==> config.mk <==
export PLATFORM = sky130hd
export DESIGN_NAME = i2c_master_bit_engine_unit_flat
export DESIGN_NICKNAME = d
export VERILOG_FILES = /design/src/rtl/i2cm_pkg.sv /design/src/rtl/i2cm_ifs.sv /design/src/rtl/i2c_master_bit_engine_unit.sv /design/src/flat_wrapper.sv
export SDC_FILE = /design/constraint.sdc
export NUM_CORES = 1
export LEC_CHECK = 0
export BUFFER_PORTS_ARGS = -buffer_cell sky130_fd_sc_hd__buf_2
export CAP_MARGIN = 10
export CORE_MARGIN = 2
export CORE_UTILIZATION = 39
export CTS_CLUSTER_SIZE = 14
export DETAILED_ROUTE_END_ITERATION = 10
export HOLD_SLACK_MARGIN = 0.06
export PLACE_DENSITY = 0.56
export SYNTH_ARGS = -nofsm -noshare
export SYNTH_HDL_FRONTEND = slang
export SYNTH_SLANG_ARGS = --single-unit
==> constraint.sdc <==
create_clock -name clock -period 7.1 [get_ports clock]
set_clock_uncertainty 0.05 [all_clocks]
set_input_delay 0.355 -clock clock [delete_from_list [all_inputs] [get_ports clock]]
set_output_delay 0.355 -clock clock [all_outputs]
set_load 0.05 [all_outputs]
==> src/rtl/i2cm_pkg.sv <==
// ----------------------------------------------------------------------------
// i2cm_pkg
// Shared types, codes and segment lengths of the I2C master bit engine.
// ----------------------------------------------------------------------------
package i2cm_pkg;

   localparam int TickW = 16;
   localparam int LimitW = 16;

   localparam logic [0:0] CSR_UNIT_TICKS = 1'b0;
   localparam logic [0:0] CSR_ACK_LIMIT  = 1'b1;

   localparam logic [TickW-1:0]  UNIT_TICKS_RST = 16'd480;
   localparam logic [LimitW-1:0] ACK_LIMIT_RST  = 16'd1000;

   localparam logic [2:0] FN_NONE     = 3'd0;
   localparam logic [2:0] FN_START    = 3'd1;
   localparam logic [2:0] FN_STOP     = 3'd2;
   localparam logic [2:0] FN_WRITE    = 3'd3;
   localparam logic [2:0] FN_READ     = 3'd4;
   localparam logic [2:0] FN_WAIT_ACK = 3'd5;

   typedef enum logic [3:0] {
      PH_IDLE    = 4'd0,
      PH_ST_A    = 4'd1,
      PH_ST_B    = 4'd2,
      PH_SP_A    = 4'd3,
      PH_SP_B    = 4'd4,
      PH_WR_LO   = 4'd5,
      PH_WR_HI   = 4'd6,
      PH_WR_TL   = 4'd7,
      PH_RD_LO   = 4'd8,
      PH_RD_HI   = 4'd9,
      PH_RD_TL   = 4'd10,
      PH_AK_LO   = 4'd11,
      PH_AK_HI   = 4'd12,
      PH_WA_A    = 4'd13,
      PH_WA_B    = 4'd14,
      PH_WA_POLL = 4'd15
   } phase_type;

   typedef struct packed {
      logic [2:0] func;
      logic [7:0] wr_data;
      logic       send_ack;
      logic       sda_in;
   } req_type;

   typedef struct packed {
      logic       scl_out;
      logic       sda_out;
      logic       busy_res;
      logic       done_res;
      logic [7:0] rd_data;
      logic       ack_missing;
   } rsp_type;

   typedef struct packed {
      logic [0:0]       index;
      logic [TickW-1:0] wdata;
   } csr_type;

   function automatic logic [2:0] seg_units(phase_type p);
      logic [2:0] u;
      case (p)
         PH_ST_A, PH_ST_B, PH_SP_A, PH_SP_B: u = 3'd4;
         PH_WR_LO, PH_WR_HI, PH_WR_TL, PH_RD_LO, PH_RD_HI,
         PH_AK_LO, PH_AK_HI:                  u = 3'd2;
         PH_RD_TL, PH_WA_A, PH_WA_B, PH_WA_POLL: u = 3'd1;
         default:                             u = 3'd0;
      endcase
      return u;
   endfunction

endpackage

==> src/rtl/i2cm_ifs.sv <==
// ----------------------------------------------------------------------------
// i2cm channel interfaces
// Valid/ready channels for command ticks, results and register writes.
// ----------------------------------------------------------------------------
interface i2cm_req_if;
   import i2cm_pkg::*;
   logic    valid;
   logic    ready;
   req_type data;
   modport source (output valid, output data, input ready);
   modport sink (input valid, input data, output ready);
endinterface

interface i2cm_rsp_if;
   import i2cm_pkg::*;
   logic    valid;
   logic    ready;
   rsp_type data;
   modport source (output valid, output data, input ready);
   modport sink (input valid, input data, output ready);
endinterface

interface i2cm_csr_if;
   import i2cm_pkg::*;
   logic    valid;
   logic    ready;
   csr_type data;
   modport source (output valid, output data, input ready);
   modport sink (input valid, input data, output ready);
endinterface

==> src/rtl/i2c_master_bit_engine_unit.sv <==
// ----------------------------------------------------------------------------
// i2c_master_bit_engine_unit
// The result of an item is registered and appears in the cycle after it is accepted.
// Throughput: one item per cycle unless a pending result is not taken; one output register holds the result.
// Reset clears the sequencer to idle with both lines released and restores
// unit_ticks to 480 and ack_timeout_limit to 1000.
// ----------------------------------------------------------------------------
module i2c_master_bit_engine_unit (
   input  logic clock,
   input  logic reset,
   i2cm_csr_if.sink   csr_if,
   i2cm_req_if.sink   req_if,
   i2cm_rsp_if.source rsp_if
);
   import i2cm_pkg::*;

   logic [TickW-1:0]  unit_ticks_ff;
   logic [LimitW-1:0] ack_limit_ff;

   phase_type         phase_ff, phase_in;
   logic [TickW-1:0]  tick_count_ff, tick_count_in;
   logic [2:0]        unit_count_ff, unit_count_in;
   logic [3:0]        bit_count_ff, bit_count_in;
   logic [7:0]        shift_ff, shift_in;
   logic [LimitW-1:0] wait_count_ff, wait_count_in;
   logic              ack_choice_ff, ack_choice_in;
   logic              scl_ff, scl_in;
   logic              sda_ff, sda_in;
   logic              timeout_ff, timeout_in;
   logic [7:0]        rd_hold_ff, rd_hold_in;
   logic              done_in;

   logic              rsp_valid_ff;
   rsp_type           rsp_data_ff;

   logic              req_fire;
   logic [TickW-1:0]  ut_eff;
   logic [TickW:0]    tick_inc;
   logic              unit_end;
   logic [2:0]        unit_inc;
   logic              seg_end;
   logic [3:0]        bit_inc;
   logic              last_bit;
   logic              limit_hit;
   req_type           rq;

   assign rq        = req_if.data;
   assign req_if.ready = !rsp_valid_ff || rsp_if.ready;
   assign req_fire  = req_if.valid && req_if.ready;
   assign csr_if.ready = 1'b1;

   assign ut_eff    = (unit_ticks_ff == '0) ? TickW'(1) : unit_ticks_ff;
   assign tick_inc  = {1'b0, tick_count_ff} + (TickW+1)'(1);
   assign unit_end  = tick_inc >= {1'b0, ut_eff};
   assign unit_inc  = unit_count_ff + 3'd1;
   assign seg_end   = unit_end && (unit_inc >= seg_units(phase_ff));
   assign bit_inc   = bit_count_ff + 4'd1;
   assign last_bit  = bit_inc >= 4'd8;
   assign limit_hit = wait_count_ff >= ack_limit_ff;

   always_comb begin
      phase_in = phase_ff;
      case (phase_ff)
         PH_IDLE: begin
            case (rq.func)
               FN_START:    phase_in = PH_ST_A;
               FN_STOP:     phase_in = PH_SP_A;
               FN_WRITE:    phase_in = PH_WR_LO;
               FN_READ:     phase_in = PH_RD_LO;
               FN_WAIT_ACK: phase_in = PH_WA_A;
               default:     phase_in = PH_IDLE;
            endcase
         end
         PH_WA_POLL: begin
            if (!rq.sda_in) phase_in = PH_IDLE;
            else if (unit_end && limit_hit) phase_in = PH_SP_A;
         end
         default: begin
            if (seg_end) begin
               case (phase_ff)
                  PH_ST_A:  phase_in = PH_ST_B;
                  PH_ST_B:  phase_in = PH_IDLE;
                  PH_SP_A:  phase_in = PH_SP_B;
                  PH_SP_B:  phase_in = PH_IDLE;
                  PH_WR_LO: phase_in = PH_WR_HI;
                  PH_WR_HI: phase_in = PH_WR_TL;
                  PH_WR_TL: phase_in = last_bit ? PH_IDLE : PH_WR_LO;
                  PH_RD_LO: phase_in = PH_RD_HI;
                  PH_RD_HI: phase_in = PH_RD_TL;
                  PH_RD_TL: phase_in = last_bit ? PH_AK_LO : PH_RD_LO;
                  PH_AK_LO: phase_in = PH_AK_HI;
                  PH_AK_HI: phase_in = PH_IDLE;
                  PH_WA_A:  phase_in = PH_WA_B;
                  PH_WA_B:  phase_in = PH_WA_POLL;
                  default:  phase_in = PH_IDLE;
               endcase
            end
         end
      endcase
   end

   always_comb begin
      if (phase_in != phase_ff) begin
         tick_count_in = '0;
         unit_count_in = '0;
      end else if (phase_ff != PH_IDLE) begin
         tick_count_in = unit_end ? '0 : tick_inc[TickW-1:0];
         unit_count_in = unit_end ? unit_inc : unit_count_ff;
      end else begin
         tick_count_in = tick_count_ff;
         unit_count_in = unit_count_ff;
      end
   end

   always_comb begin
      bit_count_in  = bit_count_ff;
      shift_in      = shift_ff;
      wait_count_in = wait_count_ff;
      ack_choice_in = ack_choice_ff;
      scl_in        = scl_ff;
      sda_in        = sda_ff;
      timeout_in    = timeout_ff;
      rd_hold_in    = rd_hold_ff;
      done_in       = 1'b0;
      case (phase_ff)
         PH_IDLE: begin
            if (phase_in != PH_IDLE) bit_count_in = '0;
            case (rq.func)
               FN_START: begin
                  scl_in = 1'b1;
                  sda_in = 1'b1;
               end
               FN_STOP: begin
                  scl_in = 1'b1;
                  sda_in = 1'b0;
               end
               FN_WRITE: begin
                  shift_in = rq.wr_data;
                  scl_in   = 1'b0;
                  sda_in   = rq.wr_data[7];
               end
               FN_READ: begin
                  shift_in      = '0;
                  ack_choice_in = rq.send_ack;
                  scl_in        = 1'b0;
                  sda_in        = 1'b1;
               end
               FN_WAIT_ACK: begin
                  timeout_in    = 1'b0;
                  wait_count_in = '0;
                  sda_in        = 1'b1;
               end
               default: ;
            endcase
         end
         PH_WA_POLL: begin
            if (!rq.sda_in) begin
               scl_in     = 1'b0;
               timeout_in = 1'b0;
               done_in    = 1'b1;
            end else if (unit_end) begin
               if (limit_hit) begin
                  timeout_in = 1'b1;
                  scl_in     = 1'b1;
                  sda_in     = 1'b0;
               end else begin
                  wait_count_in = wait_count_ff + LimitW'(1);
               end
            end
         end
         default: begin
            if (seg_end) begin
               case (phase_ff)
                  PH_ST_A: begin
                     scl_in = 1'b1;
                     sda_in = 1'b0;
                  end
                  PH_ST_B, PH_AK_HI: begin
                     scl_in  = 1'b0;
                     done_in = 1'b1;
                  end
                  PH_SP_B: done_in = 1'b1;
                  PH_WR_LO: begin
                     scl_in = 1'b1;
                     sda_in = shift_ff[7];
                  end
                  PH_WR_HI: begin
                     scl_in = 1'b0;
                     sda_in = shift_ff[7];
                  end
                  PH_WR_TL: begin
                     bit_count_in = bit_inc;
                     shift_in     = {shift_ff[6:0], 1'b0};
                     if (last_bit) begin
                        done_in = 1'b1;
                     end else begin
                        scl_in = 1'b0;
                        sda_in = shift_ff[6];
                     end
                  end
                  PH_RD_HI: begin
                     shift_in = {shift_ff[6:0], rq.sda_in};
                     scl_in   = 1'b1;
                     sda_in   = 1'b1;
                  end
                  PH_RD_TL: begin
                     bit_count_in = bit_inc;
                     scl_in       = 1'b0;
                     if (last_bit) begin
                        rd_hold_in = shift_ff;
                        sda_in     = !ack_choice_ff;
                     end else begin
                        sda_in = 1'b1;
                     end
                  end
                  PH_AK_LO: scl_in = 1'b1;
                  PH_SP_A, PH_RD_LO, PH_WA_A: begin
                     scl_in = 1'b1;
                     sda_in = 1'b1;
                  end
                  PH_WA_B: begin
                     scl_in        = 1'b1;
                     sda_in        = 1'b1;
                     wait_count_in = '0;
                  end
                  default: ;
               endcase
            end
         end
      endcase
   end

   always_ff @(posedge clock) begin
      if (reset) begin
         unit_ticks_ff <= UNIT_TICKS_RST;
         ack_limit_ff  <= ACK_LIMIT_RST;
      end else if (csr_if.valid) begin
         case (csr_if.data.index)
            CSR_UNIT_TICKS: unit_ticks_ff <= csr_if.data.wdata;
            CSR_ACK_LIMIT:  ack_limit_ff  <= csr_if.data.wdata;
            default: ;
         endcase
      end
   end

   always_ff @(posedge clock) begin
      if (reset) begin
         phase_ff      <= PH_IDLE;
         tick_count_ff <= '0;
         unit_count_ff <= '0;
         bit_count_ff  <= '0;
         shift_ff      <= '0;
         wait_count_ff <= '0;
         ack_choice_ff <= 1'b0;
         scl_ff        <= 1'b1;
         sda_ff        <= 1'b1;
         timeout_ff    <= 1'b0;
         rd_hold_ff    <= '0;
      end else if (req_fire) begin
         phase_ff      <= phase_in;
         tick_count_ff <= tick_count_in;
         unit_count_ff <= unit_count_in;
         bit_count_ff  <= bit_count_in;
         shift_ff      <= shift_in;
         wait_count_ff <= wait_count_in;
         ack_choice_ff <= ack_choice_in;
         scl_ff        <= scl_in;
         sda_ff        <= sda_in;
         timeout_ff    <= timeout_in;
         rd_hold_ff    <= rd_hold_in;
      end
   end

   always_ff @(posedge clock) begin
      if (reset) begin
         rsp_valid_ff <= 1'b0;
      end else if (req_fire) begin
         rsp_valid_ff <= 1'b1;
      end else if (rsp_if.ready) begin
         rsp_valid_ff <= 1'b0;
      end
   end

   always_ff @(posedge clock) begin
      if (req_fire) begin
         rsp_data_ff.scl_out     <= scl_in;
         rsp_data_ff.sda_out     <= sda_in;
         rsp_data_ff.busy_res    <= phase_in != PH_IDLE;
         rsp_data_ff.done_res    <= done_in;
         rsp_data_ff.rd_data     <= rd_hold_in;
         rsp_data_ff.ack_missing <= timeout_in;
      end
   end

   assign rsp_if.valid = rsp_valid_ff;
   assign rsp_if.data  = rsp_data_ff;

`ifndef NO_ASSERTIONS
   a_busy_tracks_phase: assert property (@(posedge clock) disable iff (reset)
      req_fire |=> rsp_if.data.busy_res == (phase_ff != PH_IDLE))
      else $error("busy flag disagrees with sequencer phase");

   a_done_not_busy: assert property (@(posedge clock) disable iff (reset)
      rsp_if.valid |-> !(rsp_if.data.done_res && rsp_if.data.busy_res))
      else $error("done reported while still busy");

   a_idle_counters_clear: assert property (@(posedge clock) disable iff (reset)
      phase_ff == PH_IDLE |-> (tick_count_ff == '0 && unit_count_ff == '0))
      else $error("timing counters not cleared in idle");

   a_bit_count_range: assert property (@(posedge clock) disable iff (reset)
      bit_count_ff <= 4'd8)
      else $error("bit counter overran a byte");

   a_stall_only_on_full: assert property (@(posedge clock) disable iff (reset)
      !req_if.ready |-> (rsp_valid_ff && !rsp_if.ready))
      else $error("input stalled without a pending result");
`endif

endmodule
==> src/flat_wrapper.sv <==
// flat-port wrapper written by rule: the top's interface ports become plain ports
module i2c_master_bit_engine_unit_flat import i2cm_pkg::*;
  (clock, reset, csr_if_valid, csr_if_data, csr_if_ready, req_if_valid, req_if_data, req_if_ready, rsp_if_valid, rsp_if_data, rsp_if_ready);
  i2cm_csr_if csr_if_i ();
  i2cm_req_if req_if_i ();
  i2cm_rsp_if rsp_if_i ();
  input  logic clock;
  input  logic reset;
  input wire logic [$bits(csr_if_i.valid)-1:0] csr_if_valid;
  input wire logic [$bits(csr_if_i.data)-1:0] csr_if_data;
  output wire logic [$bits(csr_if_i.ready)-1:0] csr_if_ready;
  input wire logic [$bits(req_if_i.valid)-1:0] req_if_valid;
  input wire logic [$bits(req_if_i.data)-1:0] req_if_data;
  output wire logic [$bits(req_if_i.ready)-1:0] req_if_ready;
  output wire logic [$bits(rsp_if_i.valid)-1:0] rsp_if_valid;
  output wire logic [$bits(rsp_if_i.data)-1:0] rsp_if_data;
  input wire logic [$bits(rsp_if_i.ready)-1:0] rsp_if_ready;
  assign csr_if_i.valid = csr_if_valid;
  assign csr_if_i.data = csr_if_data;
  assign csr_if_ready = csr_if_i.ready;
  assign req_if_i.valid = req_if_valid;
  assign req_if_i.data = req_if_data;
  assign req_if_ready = req_if_i.ready;
  assign rsp_if_valid = rsp_if_i.valid;
  assign rsp_if_data = rsp_if_i.data;
  assign rsp_if_i.ready = rsp_if_ready;
  i2c_master_bit_engine_unit u_core (.clock(clock), .reset(reset), .csr_if(csr_if_i), .req_if(req_if_i), .rsp_if(rsp_if_i));
endmodule
==> impl_metrics.ini <==
[run_status]
status = completed

[final_layout]
multi_input_area_mm2 = 0.00384
nets = 916
fin_area_mm2 = 0.00726
antenna_cells = 0
syn2layout_area_growth_pct = 10.5
fillers = 1709
seq_area_mm2 = 0.00237
drive_above_1_share_pct = 11.7

[detailed_routing]
drt-initial-drc-count = 449
dr.pass1.iters = 7
ant_nets = 0
vias = 5891
wire_per_inst_um = 16.0
drc = 0
avgViaCountPerCell = 5.53
wirelength_um = 17100

[logic_synthesis]
synth-compound-area-share_pct = 21.8
ys_top_cells_by_area = dfxtp_1 (30%), ha_1 (7.6%), nand2_1 (6.5%)
synth-seq-cells = 112
ys_seq_area_share_pct = 36.1
syn_nets = 885
synthTopCellsByCount = nand2_1 (114), dfxtp_1 (99), a21oi_1 (70)
synth_top_family_by_area = simple AND/OR/NAND/NOR gates
synthArstFlopShare_pct = 0
synth_fa_ha_area_share_pct = 7.62
synth_xor_area_share_pct = 2.80
synth_simple_gate_area_share_pct = 22.6
synth_area_mm2 = 0.00657
synth_top_cell_by_area = dfxtp_1
yosysMostFrequentCell = nand2_1
synth.avg_cell_area_um2 = 8.10
synth-edff-count = 13
synth_warnings = 0
yosysTopAreaCellShare_pct = 30.2
synthDistinctLibCells = 75
syn_inst = 810
synth_mux_area_share_pct = 3.66
synthFlopType = dfxtp_1

[pwr]
swShare_pct = 31.3
p_seq_share_pct = 46.4
leakage_nw = 2.84
vdd_drop_max_mv = 0.125
p_clk_share_pct = 32.9
p_comb_share_pct = 20.8
p_sw_w = 0.000473
intPower_w = 0.00104
power_density_mw_per_mm2 = 208

[grt]
grt_pass1_wl_um = 27900
grt_usage_pct = 19.6
overflow = 0
antenna_found_initial = 0
grt_use_met1_pct = 26.0
grt_pass1_vias = 5487
grt_use_met2_pct = 31.7
gr-usage-met3_pct = 3.84
grt-busiest-layer = met2
grt_max_degree = 71

[die]
die_w_um = 134
initial_utilization_pct = 39.7
io-pin-count = 51
dieArea_mm2 = 0.0179
core_area_mm2 = 0.0165
die_y_um = 134
row_count = 47

[worst_setup_path]
worstPathRequired_ns = 7.26
path_buf_inv = 0
crit_chain = and3_1 > nand3_1 > nor3_1 > nand3_1 > xnor2_1 > ha_1 > nand4_1 > nor4_1 > a21oi_2 > o21ai_2 > o21a_4 > nand4_1 > a211oi_2 > mux2i_1 > nor2_1
crit_fanout = 15
cp-start-kind = register
cpPeakStageDelay_ns = 0.86
slowest_stage = a211oi_2
worst_setup_path_end_kind = register
timing.rr.start = u_core.tick_count_ff[2]
path_class = register to register
worst-endpoint-arrival_ns = 4.70
crit_start = u_core.tick_count_ff[2]
cp_top_family = simple AND/OR/NAND/NOR gates

[timing]
slew-limit-headroom_pct = 30.6
setup_violations = 0
finalCriticalPeriod_ns = 4.54
tightest_slew_ns = 1.04
final_hold_viol_count = 0
setup_tns_ns = 0
slew_violations = 0
finalCritPeriodShare_pct = 63.9
max_freq_ghz = 0.220
grt_setup_unrepaired = false

[clock_network]
clk_pin_slew_ns = 0.07
cts_resized = 0
hold_buffers = 0
post_cts_buffers = 0
clk_path_buf_depth = 2
cts_tree = yes
cts.htree.levels = 3
clock_sinks = 112
cts_inserted_buffers = 9
root_buffer = clkbuf_16
clk_latency_ns = 0.36

[job]
cap_viol_max_count = 0

[place]
hpwl_um = 12200
port_buffers = 49
place_area_mm2 = 0.00697
routabilityCongestion = 0.876

[min_path]
hp-class = input pin to register
holdCritStartpoint = req_if_data[1]
-- power by group through the flow --
stage | registers, W | clock network (W) | logic, W
finish | 0.000699 | 0.000496 | 0.000313
detailed placement | 0.000714 | 0 | 0.000310
global route | 0.000704 | 0.000533 | 0.000346
floorplan | 0.000723 | 0 | 0.000215
CTS | 0.000699 | 0.000512 | 0.000311
global placement | 0.000714 | 0 | 0.000311
-- path summary, 6_finish.rpt --
kind / endpoint / slack [ns] / cells past startpoint
max: u_core.shift_ff[0] / 2.56 / 15
min: u_core.ack_choice_ff / 0.18 / 3
max reg2reg: u_core.shift_ff[0] / 2.56 / 15
min reg2reg: u_core.ack_limit_ff[10] / 0.41 / 2
-- final cells by class --
| class | instances | share of cell area (%) |
|---|---|---|
| multi-input combinational | 612 | 52.9 |
| sequential | 112 | 32.7 |
| timing repair buffer | 57 | 4.21 |
| tap | 220 | 3.79 |
| clock buffer | 15 | 3.71 |
| inverter | 49 | 2.53 |
| clock inverter | 1 | 0.121 |
-- state kept, by name, indices dropped and copies added, names as in the netlist, named ones only --
name	count
u_core.ack_choice_ff	1
u_core.ack_limit_ff	16
u_core.bit_count_ff	4
u_core.phase_ff	4
u_core.rd_hold_ff	8
u_core.rsp_if.data	13
u_core.rsp_if.valid	1
u_core.scl_ff	1
u_core.sda_ff	1
u_core.shift_ff	8
u_core.tick_count_ff	16
u_core.timeout_ff	1
u_core.unit_count_ff	3
u_core.unit_ticks_ff	16
u_core.wait_count_ff	16
-- worst min-delay path, cell delays in order --
cell     delay [ns]
buf_2          0.07
mux2i_1        0.05
nor2_1         0.07
-- kinds of logic (layout without fill, tap and decap cells) --
logic type / after synthesis / in the layout
buffers and inverters: 86 / 122
and+or+nand+nor: 312 / 312
AOI/OAI and AO/OA: 215 / 215
other: 1 / 1
DFF: 112 / 112
adders and majority gates: 40 / 40
xor gates and xnor gates: 21 / 21
muxes: 23 / 23
-- routing by layer --
metal	share of wire, %	wire length [um]
met1	47	8060
met2	46	7910
met3	5.1	875
met4	1.5	265
met5	0	0
-- cell usage in the layout, fill, tap and decap left out, types with 10 or more instances in the layout --
cell         n
a22oi_1     12
xnor2_1     12
edfxtp_1    13
buf_2       49
nand4_1     15
mux2i_1     15
ha_1        40
inv_1       48
nand2_1    114
o21ai_0     40
o211ai_1    16
nor3_1      13
nand3_1     36
a211oi_1    11
nor2_1      66
dfxtp_1     99
clkbuf_16   10
or3_1       12
a21oi_1     70
-- through the flow --
step	utilization [%]	power, W	instances	hold slack [ns]	setup slack (ns)
after floorplan	-	0.000938	810	0.386	3.36
after global placement	42.2	0.00103	1049	0.395	2.79
after detailed placement	42.2	0.00102	1049	0.397	2.68
after CTS	43.9	0.00152	1065	0.173	2.62
after global routing	43.9	0.00158	1066	0.193	2.14
final	43.9	0.00151	1066	0.182	2.56
(Power assumes the default switching activity.)
